===== src/rtl/core/sha1md_pkg.sv =====
// types, constants and helper functions of the sha-1 digest core
package sha1md_pkg;

  // initial vector of the chaining value, word 4 written first
  localparam logic [4:0][31:0] InitVector = {
    32'hC3D2E1F0, 32'h10325476, 32'h98BADCFE, 32'hEFCDAB89, 32'h67452301
  };

  // round constants
  localparam logic [31:0] RoundK0 = 32'h5A827999;
  localparam logic [31:0] RoundK1 = 32'h6ED9EBA1;
  localparam logic [31:0] RoundK2 = 32'h8F1BBCDC;
  localparam logic [31:0] RoundK3 = 32'hCA62C1D6;

  localparam logic [7:0] PadByte     = 8'h80;
  localparam logic [5:0] LenFieldPos = 6'd56;
  localparam logic [6:0] LastRound   = 7'd80;
  localparam logic [2:0] LastWordIdx = 3'd4;

  // what a compression pass reads as its message block
  typedef enum logic [1:0] {
    KIND_BODY,   // full block straight from the buffer
    KIND_LAST,   // tail bytes, pad byte, zeros and the bit length
    KIND_PAD_A,  // tail bytes, pad byte and zeros, length follows in another block
    KIND_LEN     // zeros and the bit length
  } blk_kind_e;

  // control state of the top level
  typedef enum logic [2:0] {
    ST_IDLE,
    ST_PAD,
    ST_PAD2,
    ST_DRAIN,
    ST_OUT
  } fsm_e;

  typedef logic [4:0][31:0] hash_t;

  // command that starts one compression pass
  typedef struct packed {
    logic        start;
    blk_kind_e   kind;
    logic [5:0]  tail;
    logic [60:0] count;
  } eng_cmd_t;

  // one byte write into the block buffer
  typedef struct packed {
    logic       en;
    logic [3:0] addr;
    logic [1:0] lane;
    logic [7:0] data;
  } buf_wr_t;

  // block word as seen by the rounds, with padding and length filled in
  function automatic logic [31:0] fill_word(blk_kind_e kind, logic [5:0] tail,
                                            logic [60:0] cnt, logic [3:0] idx,
                                            logic [31:0] mem);
    logic [31:0] w;
    logic [63:0] bitlen;
    logic [5:0]  pos;
    w      = mem;
    bitlen = {cnt, 3'b000};
    if (kind != KIND_BODY) begin
      for (int k = 0; k < 4; k++) begin
        pos = {idx, 2'(k)};
        if (kind == KIND_LEN || pos > tail) begin
          w[31 - 8 * k -: 8] = 8'h00;
        end else if (pos == tail) begin
          w[31 - 8 * k -: 8] = PadByte;
        end
      end
      if (kind != KIND_PAD_A) begin
        if (idx == 4'd14) begin
          w = bitlen[63:32];
        end else if (idx == 4'd15) begin
          w = bitlen[31:0];
        end
      end
    end
    return w;
  endfunction

  // boolean function of the round group
  function automatic logic [31:0] round_fn(logic [6:0] rnd, logic [31:0] b,
                                           logic [31:0] c, logic [31:0] d);
    logic [31:0] f;
    if (rnd < 7'd20) begin
      f = (b & c) | (~b & d);
    end else if (rnd < 7'd40) begin
      f = b ^ c ^ d;
    end else if (rnd < 7'd60) begin
      f = (b & c) | (b & d) | (c & d);
    end else begin
      f = b ^ c ^ d;
    end
    return f;
  endfunction

  // additive constant of the round group
  function automatic logic [31:0] round_k(logic [6:0] rnd);
    logic [31:0] k;
    if (rnd < 7'd20) begin
      k = RoundK0;
    end else if (rnd < 7'd40) begin
      k = RoundK1;
    end else if (rnd < 7'd60) begin
      k = RoundK2;
    end else begin
      k = RoundK3;
    end
    return k;
  endfunction

endpackage


===== src/rtl/core/sha1md_buf.sv =====
// block buffer: 16 words with byte writes and a registered read port
module sha1md_buf (
  input  logic                  clk_i,
  input  sha1md_pkg::buf_wr_t   wr_i,
  input  logic [3:0]            rd_addr_i,
  output logic [31:0]           rd_data_o
);

  logic [3:0][7:0] mem_q [16];
  logic [31:0]     rd_data_q;

  // byte write, lane 0 is the most significant byte of the word
  always_ff @(posedge clk_i) begin
    if (wr_i.en) begin
      mem_q[wr_i.addr][2'd3 - wr_i.lane] <= wr_i.data;
    end
  end

  // synchronous read, old data on a same-address write
  always_ff @(posedge clk_i) begin
    rd_data_q <= mem_q[rd_addr_i];
  end

  assign rd_data_o = rd_data_q;

endmodule


===== src/rtl/core/sha1md_rounds.sv =====
// round engine: 80 rounds over one block, then the chaining add
module sha1md_rounds (
  input  logic                  clk_i,
  input  logic                  rst_ni,
  input  sha1md_pkg::eng_cmd_t  cmd_i,
  input  logic                  cv_init_i,
  output logic [3:0]            rd_addr_o,
  input  logic [31:0]           rd_data_i,
  output logic                  busy_o,
  output sha1md_pkg::hash_t     cv_o
);

  logic                  busy_q;
  logic [6:0]            rnd_q;
  sha1md_pkg::hash_t     cv_q;
  sha1md_pkg::hash_t     work_q;
  logic [15:0][31:0]     sched_q;
  sha1md_pkg::blk_kind_e kind_q;
  logic [5:0]            tail_q;
  logic [60:0]           count_q;

  logic [31:0] mix;
  logic [31:0] wt;
  logic [31:0] tmp;
  logic [3:0]  rnd_nx;

  // word r of the block is addressed in the cycle before round r
  assign rnd_nx    = rnd_q[3:0] + 4'd1;
  assign rd_addr_o = cmd_i.start ? 4'd0 : rnd_nx;

  // schedule word and round sum
  always_comb begin
    mix = sched_q[13] ^ sched_q[8] ^ sched_q[2] ^ sched_q[0];
    if (rnd_q < 7'd16) begin
      wt = sha1md_pkg::fill_word(kind_q, tail_q, count_q, rnd_q[3:0], rd_data_i);
    end else begin
      wt = {mix[30:0], mix[31]};
    end
    tmp = {work_q[0][26:0], work_q[0][31:27]}
        + sha1md_pkg::round_fn(rnd_q, work_q[1], work_q[2], work_q[3])
        + work_q[4] + sha1md_pkg::round_k(rnd_q) + wt;
  end

  // control and chaining value
  always_ff @(posedge clk_i or negedge rst_ni) begin
    if (!rst_ni) begin
      busy_q <= 1'b0;
      rnd_q  <= '0;
      cv_q   <= sha1md_pkg::InitVector;
    end else if (cmd_i.start) begin
      busy_q <= 1'b1;
      rnd_q  <= '0;
    end else if (busy_q) begin
      if (rnd_q == sha1md_pkg::LastRound) begin
        busy_q <= 1'b0;
        for (int i = 0; i < 5; i++) begin
          cv_q[i] <= cv_q[i] + work_q[i];
        end
      end else begin
        rnd_q <= rnd_q + 7'd1;
      end
    end else if (cv_init_i) begin
      cv_q <= sha1md_pkg::InitVector;
    end
  end

  // working variables, schedule line and pass settings
  always_ff @(posedge clk_i) begin
    if (cmd_i.start) begin
      work_q  <= cv_q;
      kind_q  <= cmd_i.kind;
      tail_q  <= cmd_i.tail;
      count_q <= cmd_i.count;
    end else if (busy_q && rnd_q != sha1md_pkg::LastRound) begin
      work_q[0] <= tmp;
      work_q[1] <= work_q[0];
      work_q[2] <= {work_q[1][1:0], work_q[1][31:2]};
      work_q[3] <= work_q[2];
      work_q[4] <= work_q[3];
      sched_q   <= {wt, sched_q[15:1]};
    end
  end

  assign busy_o = busy_q;
  assign cv_o   = cv_q;

endmodule


===== src/rtl/core/sha1_message_digest_core.sv =====
// SHA-1 digest core: byte stream in, five digest words out per message.
// A byte is taken every cycle while bytes are collected. Each 64-byte block
// then occupies the round engine for 80 rounds and one chaining add; the
// byte that fills a block waits while the engine still works on the
// previous block and is taken in the cycle after the chaining add. The last
// item starts a padding pass, or two when the tail leaves no room for the
// bit length, and then the five digest words follow, one per cycle while
// the output side takes them.
// No input is taken from the last item until the fifth digest word has been taken.
module sha1_message_digest_core (
  input  logic        clk_i,
  input  logic        rst_ni,
  input  logic        in_valid_i,
  output logic        in_stall_o,
  input  logic [7:0]  data_byte_i,
  input  logic        byte_valid_i,
  input  logic        end_of_message_i,
  output logic        out_valid_o,
  input  logic        out_stall_i,
  output logic [31:0] digest_word_o,
  output logic [2:0]  word_index_o,
  output logic        digest_last_o
);

  sha1md_pkg::fsm_e     state_q, state_d;
  logic [60:0]          count_q;
  logic [60:0]          count_nx;
  logic [5:0]           tail_q;
  logic [60:0]          len_q;
  logic [2:0]           idx_q;
  logic                 in_acc;
  logic                 out_acc;
  logic                 busy;
  logic                 cv_init;
  logic [3:0]           rd_addr;
  logic [31:0]          rd_data;
  sha1md_pkg::hash_t    cv;
  sha1md_pkg::eng_cmd_t cmd;
  sha1md_pkg::buf_wr_t  wr;

  // handshakes
  assign in_stall_o = (state_q != sha1md_pkg::ST_IDLE) || (busy && (&count_q[5:0]));
  assign in_acc     = in_valid_i && !in_stall_o;
  assign out_acc    = out_valid_o && !out_stall_i;
  assign count_nx   = byte_valid_i ? count_q + 61'd1 : count_q;

  // byte write into the block buffer
  assign wr.en   = in_acc && byte_valid_i;
  assign wr.addr = count_q[5:2];
  assign wr.lane = count_q[1:0];
  assign wr.data = data_byte_i;

  // next state
  always_comb begin
    state_d = state_q;
    unique case (state_q)
      sha1md_pkg::ST_IDLE: begin
        if (in_acc && end_of_message_i) begin
          state_d = sha1md_pkg::ST_PAD;
        end
      end
      sha1md_pkg::ST_PAD: begin
        if (!busy) begin
          state_d = (tail_q >= sha1md_pkg::LenFieldPos) ? sha1md_pkg::ST_PAD2
                                                          : sha1md_pkg::ST_DRAIN;
        end
      end
      sha1md_pkg::ST_PAD2: begin
        if (!busy) begin
          state_d = sha1md_pkg::ST_DRAIN;
        end
      end
      sha1md_pkg::ST_DRAIN: begin
        if (!busy) begin
          state_d = sha1md_pkg::ST_OUT;
        end
      end
      sha1md_pkg::ST_OUT: begin
        if (out_acc && idx_q == sha1md_pkg::LastWordIdx) begin
          state_d = sha1md_pkg::ST_IDLE;
        end
      end
      default: state_d = sha1md_pkg::ST_IDLE;
    endcase
  end

  // engine commands and output valid
  always_comb begin
    cmd.start   = 1'b0;
    cmd.kind    = sha1md_pkg::KIND_BODY;
    cmd.tail    = tail_q;
    cmd.count   = len_q;
    out_valid_o = 1'b0;
    unique case (state_q)
      sha1md_pkg::ST_IDLE: begin
        cmd.start = in_acc && byte_valid_i && (&count_q[5:0]);
      end
      sha1md_pkg::ST_PAD: begin
        cmd.start = !busy;
        cmd.kind  = (tail_q >= sha1md_pkg::LenFieldPos) ? sha1md_pkg::KIND_PAD_A
                                                         : sha1md_pkg::KIND_LAST;
      end
      sha1md_pkg::ST_PAD2: begin
        cmd.start = !busy;
        cmd.kind  = sha1md_pkg::KIND_LEN;
      end
      sha1md_pkg::ST_DRAIN: begin
        cmd.start = 1'b0;
      end
      sha1md_pkg::ST_OUT: begin
        out_valid_o = 1'b1;
      end
      default: begin
        cmd.start = 1'b0;
      end
    endcase
  end

  assign cv_init = out_acc && idx_q == sha1md_pkg::LastWordIdx;

  // control registers
  always_ff @(posedge clk_i or negedge rst_ni) begin
    if (!rst_ni) begin
      state_q <= sha1md_pkg::ST_IDLE;
      count_q <= '0;
      idx_q   <= '0;
    end else begin
      state_q <= state_d;
      if (in_acc) begin
        count_q <= end_of_message_i ? '0 : count_nx;
      end
      if (state_q != sha1md_pkg::ST_OUT) begin
        idx_q <= '0;
      end else if (out_acc) begin
        idx_q <= idx_q + 3'd1;
      end
    end
  end

  // tail position and length of the ending message
  always_ff @(posedge clk_i) begin
    if (in_acc && end_of_message_i) begin
      tail_q <= count_nx[5:0];
      len_q  <= count_nx;
    end
  end

  sha1md_buf u_buf (
    .clk_i     (clk_i),
    .wr_i      (wr),
    .rd_addr_i (rd_addr),
    .rd_data_o (rd_data)
  );

  sha1md_rounds u_rounds (
    .clk_i     (clk_i),
    .rst_ni    (rst_ni),
    .cmd_i     (cmd),
    .cv_init_i (cv_init),
    .rd_addr_o (rd_addr),
    .rd_data_i (rd_data),
    .busy_o    (busy),
    .cv_o      (cv)
  );

  // digest word output
  assign digest_word_o = cv[idx_q];
  assign word_index_o  = idx_q;
  assign digest_last_o = (idx_q == sha1md_pkg::LastWordIdx);

endmodule


===== config.mk =====
export PLATFORM = sky130hd
export DESIGN_NAME = sha1_message_digest_core
export DESIGN_NICKNAME = d
export VERILOG_FILES = /design/src/rtl/core/sha1md_pkg.sv /design/src/rtl/core/sha1md_buf.sv /design/src/rtl/core/sha1md_rounds.sv /design/src/rtl/core/sha1_message_digest_core.sv
export SDC_FILE = /design/constraint.sdc
export NUM_CORES = 2
export LEC_CHECK = 0
export BUFFER_PORTS_ARGS = -buffer_cell sky130_fd_sc_hd__buf_2
export CORE_AREA = 2 2 520 264
export DETAILED_ROUTE_END_ITERATION = 7
export DIE_AREA = 0 0 522 266
export PLACE_DENSITY = 0.67
export SLEW_MARGIN = 10
export SYNTH_ARGS = -nofsm -noshare
export SYNTH_HDL_FRONTEND = slang
export SYNTH_SLANG_ARGS = --single-unit

===== constraint.sdc =====
create_clock -name clk_i -period 30.8 [get_ports clk_i]
set_input_delay 3.08 -clock clk_i [delete_from_list [all_inputs] [get_ports clk_i]]
set_output_delay 3.08 -clock clk_i [all_outputs]
set_load 0.005 [all_outputs]

# ---- Word-level counts from Yosys, hierarchy flattened
# Memories as Yosys holds them, arrays and structs flattened. A register that Yosys moved wholly into a read port is not among the register bits.
# Cells that the tools add are included.
dict set report word_totals {
  reg_bits 1043
  ram_bits 512
  inputBits 14
  wordCells 182
  mem_count 1
}
# name words word_bits rd rd_ports_with_merged_regs wr line_no
set mem_list {}
lappend mem_list {u_buf.mem_q 16 32 1 1 1 sha1md_buf.sv:9} ;# logic [3:0][7:0] mem_q [16];
dict set report op_classes {
  n_addsub 14
  magnitude_cmp 12
  n_eq_ne 23
  muxes 52
  bitwise 14
  reduce_logical 30
}
# operator n
set ops {}
lappend ops {{two-way mux 160 bit} 5}
lappend ops {{two-way mux 32 bit} 12}
lappend ops {{adder 32 bit} 9}
lappend ops {{bitwise XOR 32 bit} 5}
lappend ops {{bitwise AND 32 bit} 4}
lappend ops {{two-way mux 61 bit} 2}
lappend ops {{binary-select mux 32 bit (select 3 bit)} 1}
lappend ops {{OR 32 bit} 3}
lappend ops {{two-way mux 8 bit} 9}
lappend ops {{adder 61 x 1 -> 61 bit, second input constant} 1}
lappend ops {{NOT 32 bit} 1}
lappend ops {{two-way mux 31 bit} 1}
lappend ops {{== test 6 bit} 4}
lappend ops {{> comparator 6 bit} 4}
lappend ops {{two-way mux 3 bit} 7}
lappend ops {{two-way mux 7 bit} 3}
lappend ops {{demux 8 bit (select 2 bit)} 1}
lappend ops {{one-hot mux 3 bit (5 select lines)} 1}
lappend ops {{< comparator 7 x 5 -> 1 bit, second input constant} 2}
lappend ops {{< comparator 7 x 6 -> 1 bit, second input constant} 2}
lappend ops {{!= test 2 bit, second input constant} 7}
lappend ops {{nonzero test 2 bit} 5}
lappend ops {{logical AND 1 bit} 9}
lappend ops {{== test 4 bit, second input constant} 2}
lappend ops {{31 further kinds} 45}

# ---- Logic depth before layout (Yosys ltp)
dict set report logic_depth {
  word_depth 12
  depth_mapped 29
  depth_no_buf 29
}

# ---- Cells and area by module
# A second synthesis with hierarchy kept.
dict set report hier_totals {
  cells_unflattened 5256
  hier_area_um2 73486.7
}
# mod n_inst cells_each area_per_inst_um2
set modules_own_cells {}
lappend modules_own_cells {sha1md_rounds 1 3480 45117.0}
lappend modules_own_cells {sha1md_buf 1 910 20134.3}
lappend modules_own_cells {sha1_message_digest_core 1 866 8235.4}

# ---- Least setup slack after synthesis
# OpenSTA, ideal clock, no wires.
dict set report synth_path {
  path_kind {flip-flop to flip-flop}
  start {register u_rounds.rnd_q[0]}
  end {register u_rounds.cv_q, in the netlist u_rounds.cv_o[123]}
  setup_ps 110
  arrival_ps 24521
  setup_slack_ps 6169
  path_stages_with_launch 14
  cell_sequence {dfrtp_1 > clkbuf_1 > inv_1 > clkbuf_1 > ha_1 > nand4b_1 > nor3_1 > nor2_1 > or3_1 > clkbuf_1 > buf_2 > buf_1 > nand2_1 > o41ai_1}
}
dict set report synth_via {
  elab_chain_len 3
}
# item line_no
set synth_lines {}
lappend synth_lines {{start, declared} sha1md_rounds.sv:14} ;# logic [6:0] rnd_q;
lappend synth_lines {{start signal, assigned} sha1md_rounds.sv:60} ;# rnd_q <= rnd_q + 7'd1;
lappend synth_lines {{== test 7 bit} sha1md_rounds.sv:54} ;# if (rnd_q == sha1md_pkg::LastRound) begin
lappend synth_lines {{!= test 2 bit (no line)} n/a}
lappend synth_lines {{AND reduction 3 bit (no line)} n/a}
lappend synth_lines {{end signal, assigned} sha1md_rounds.sv:49} ;# cv_q <= sha1md_pkg::InitVector;
lappend synth_lines {{end signal, assigned by index} sha1md_rounds.sv:57} ;# cv_q[i] <= cv_q[i] + work_q[i];
lappend synth_lines {{end signal, assigned} sha1md_rounds.sv:63} ;# cv_q <= sha1md_pkg::InitVector;
lappend synth_lines {{end, declared} sha1md_rounds.sv:15} ;# sha1md_pkg::hash_t cv_q;
# No other way between the ends.
# A chain may end at the register's enable or synchronous reset.

# ---- Worst setup path after layout
dict set report layout_path {
  start {register u_rounds.rnd_q[0]}
  end {register u_rounds.work_q[21] (netlist bit), data pin}
}
dict set report layout_via {
  elab_chain_len 11
  word_cells_on_any_way 38
  classes_between {add/sub (4); order compare (7); eq/ne (5); mux (19); reduce/logical (3)}
}
# item line_no
set layout_lines {}
lappend layout_lines {{> comparator 6 bit or == test 6 bit (tied branches)} {sha1md_pkg.sv:67, sha1md_pkg.sv:69}}
lappend layout_lines {{logical OR 1 bit or two-way mux 8 bit (tied branches)} {sha1md_pkg.sv:67, sha1md_pkg.sv:69}}
lappend layout_lines {{two-way mux 8 bit} sha1md_pkg.sv:67} ;# if (kind == KIND_LEN || pos > tail) begin
lappend layout_lines {{two-way mux 32 bit} sha1md_pkg.sv:76} ;# end else if (idx == 4'd15) begin
lappend layout_lines {{two-way mux 32 bit} sha1md_pkg.sv:74} ;# if (idx == 4'd14) begin
lappend layout_lines {{two-way mux 32 bit} sha1md_pkg.sv:73} ;# if (kind != KIND_PAD_A) begin
lappend layout_lines {{two-way mux 32 bit} sha1md_pkg.sv:64} ;# if (kind != KIND_BODY) begin
lappend layout_lines {{two-way mux 32 bit (*)} sha1md_rounds.sv:34} ;# if (rnd_q < 7'd16) begin
lappend layout_lines {{named net u_rounds.wt[1]} sha1md_rounds.sv:23} ;# logic [31:0] wt;
lappend layout_lines {{adder 32 bit (*)} sha1md_rounds.sv:41} ;# + work_q[4] + sha1md_pkg::round_k(rnd_q) + wt;
lappend layout_lines {{two-way mux 160 bit (*)} sha1md_rounds.sv:74} ;# end else if (busy_q && rnd_q != sha1md_pkg::LastRound) begin
lappend layout_lines {{two-way mux 160 bit (*)} sha1md_rounds.sv:69} ;# if (cmd_i.start) begin
lappend layout_lines {{end signal, assigned} sha1md_rounds.sv:70} ;# work_q <= cv_q;
lappend layout_lines {{end, declared} sha1md_rounds.sv:16} ;# sha1md_pkg::hash_t work_q;
# Mark *: on every way through the listed nets, which the timed path passes. The rest lies on a longest branch. The select of a mux whose other input is x is not followed.

==> out/metrics.cfg <==
[status]
status = finished, final reports clean

[power_and_ir_drop]
ir_drop_mv = 0.0391
p_total_mw = 4.17
leakage_nw = 30.4
p_per_area_nw_per_um2 = 52.0

[logic_synthesis]
seq_area_frac_synth_pct = 62.5
syn_nets = 6167
syn_area_per_cell_um2 = 12.7
synth.area.top_cells = edfxtp_1, dfrtp_1, ha_1, nand2_1, fa_1
yosysWarnings = 0
async_flop_share_pct = 14.9
yosysTopAreaCellShare_pct = 53.5
synth_area_leader_cell = edfxtp_1
synth_top_flop_cell = edfxtp_1
synth-seq-cells = 1575
synthCells = 5795
syn_area_um2 = 73500
synth-edff-count = 1308
synth_cell_types = 105

[cts]
cts_hold_buf = 0
post_cts_buffers = 0
cts.sinks = 1575
htreeDepth = 4
clk_pin_slew_worst_paths_ns = 0.08
cts_buffers = 149
cts_resized = 0
clockRootBuffer = clkbuf_16
clk_path_buf_depth = 4
clkLatencyLatePin_ns = 0.80
cts_tree = done

[drt]
vias_per_cell = 6.24
routed_wl_um = 202000
antenna_left = 0
firstDrtPassIters = 6
avgRoutedWirePerCell_um = 26.2
drc = 0
vias = 48100
initialDrtViolationCount = 7132

[place]
dp_hpwl_um = 138000
port_buffers = 51
gp_congestion = 0.956

[setup_path]
cp-end-kind = flop
critPathTopFamily = compound AO/OA/AOI/OAI gates
rr_worst_depth = 25
crit_cells = 25
arrival_ns = 10.29
cp_slowest_cell = a22oi_1
crit_path_max_incr_delay_ns = 0.95
required_ns = 31.29
worst-path-buf-inv = 4
start_kind = flop
crit_fanout = 68
worstSetupPathType = flop to flop

[die]
fp.dieH_um = 266
die_area_um2 = 139000
fp.dieW_um = 522
start_util_pct = 54.4
rows = 96
io_pins = 52
coreArea_um2 = 135000

[hold_path]
hold_depth = 0
hold_class = flop to flop

[sta]
max_freq_mhz = 102
fin_tns_setup_ns = 0
min_period_ns = 9.81
worstMarginPinSlew_ns = 1.31
timing.final.crit_share_pct = 31.8
clock_skew_ns = 0.0562
maxSlewHeadroom_pct = 12.6
setup_viol = 0
slew_viol_final = 0
finalHoldViolations = 0
rsz0062_at_grt = false

[global_route]
top_usage_layer = met1
met3_usage_pct = 11.7
global_route.usage.total_pct = 28.8
grt_first_pass_wirelength_um = 295000
antenna_found_initial = 6
grt_pass1_vias = 44200
grt_use_met1_pct = 49.1
grt_overflow = 0
grt_max_degree = 187
grt_util_met2_pct = 33.2

[cells_and_area]
final_cell_mix = edfxtp_1, nand2_1, nor2_1
nFillCells = 10700
drive_gt1_share_pct = 8.55
final_common_cell = edfxtp_1
final_net_count = 6157
regArea_um2 = 45900
multiInputGateArea_um2 = 25600
area_delta_synth_final_pct = 9.11

[job]
maxCapViolations = 0

==> logic make-up after synthesis <==
kind of cell,Yosys count,share of synthesized area (%)
and+or+nand+nor,1598,9.63
DFF,1575,62.5
AOI/OAI and AO/OA,1324,11.9
buffers and inverters,514,2.85
adders and majority gates,358,7.37
xor gates and xnor gates,320,3.82
muxes,106,1.99
==> path summary, 6_finish.rpt <==
check | from | to | slack, ns
worst max-delay path | u_rounds.rnd_q[0]$_DFFE_PN0P_ | u_rounds.work_q[21]$_DFFE_PP_ | 20.99
worst min-delay path | len_q[52]$_DFFE_PP_ | u_rounds.count_q[52]$_DFFE_PP_ | 0.38
worst max register to register | u_rounds.rnd_q[0]$_DFFE_PN0P_ | u_rounds.work_q[21]$_DFFE_PP_ | 20.99
worst min register to register | len_q[52]$_DFFE_PP_ | u_rounds.count_q[52]$_DFFE_PP_ | 0.38
max in group asynchronous | rst_ni | count_q[54]$_DFFE_PN0P_ | 26.99
min in group asynchronous | rst_ni | u_rounds.cv_o[96]$_DFFE_PN0P_ | 2.25
==> routing by layer <==
| metal | vias up | routed length [um] |
|---|---|---|
| met1 | 24000 | 97100 |
| li1 | 21400 | - |
| met5 | - | 55 |
| met3 | 254 | 29400 |
| met4 | 8 | 2810 |
| met2 | 2473 | 72200 |
==> metrics by stage <==
step	instances	cell area [um^2]	util [%]	hold WS, ns	worst slack (ns)
final	7710	80100	59.3	0.382	20.99
after global routing	7709	80100	59.3	0.390	20.64
after CTS	7709	80100	59.3	0.377	21.39
after detailed placement	7447	75400	55.8	0.405	21.49
after global placement	7446	75400	55.8	0.400	21.59
after floorplan	5795	73500	-	0.400	6.17
==> report_power, final <==
| group | switching, mW | total (mW) | internal, mW |
|---|---|---|---|
| clock | 0.809 | 1.84 | 1.03 |
| combinational | 0.0316 | 0.0367 | 0.00512 |
| sequential | 0.00243 | 2.30 | 2.29 |
| total | 0.843 | 4.17 | 3.33 |
==> synth_stat cells, types with 46 or more instances <==
master,number
a21o_1,83
nand3_1,85
dfstp_2,80
o221ai_1,71
nor2_1,381
a211oi_1,88
a21oi_1,268
and3_1,112
xor2_1,125
o22ai_1,102
fa_1,124
nor2b_1,48
a31oi_1,101
clkbuf_1,195
ha_1,234
inv_1,232
buf_2,46
dfrtp_1,155
edfxtp_1,1308
o21ai_0,285
mux2i_1,74
xnor2_1,195
nor3_1,47
nand2_1,773
==> state kept, by name, summed over array words and instances, names as in the netlist <==
| name | cells |
|---|---|
| count_q | 61 |
| len_q | 56 |
| state_q | 3 |
| tail_q | 5 |
| u_buf.mem_q | 512 |
| u_buf.rd_data_o | 32 |
| u_rounds.busy_o | 1 |
| u_rounds.count_q | 61 |
| u_rounds.cv_o | 160 |
| u_rounds.kind_q | 2 |
| u_rounds.rnd_q | 7 |
| u_rounds.sched_q | 512 |
| u_rounds.work_q | 160 |
| word_index_o | 3 |
==> cell type report <==
class | count | share of cell area, %
sequential | 1575 | 57.3
multi-input combinational | 3706 | 31.9
clock buffer | 207 | 5.11
tap | 1813 | 2.83
inverter | 235 | 1.11
timing repair buffer | 118 | 0.990
clock inverter | 55 | 0.759
antenna | 1 | 0.00312
Note: power is estimated with default switching activity, not from simulation.
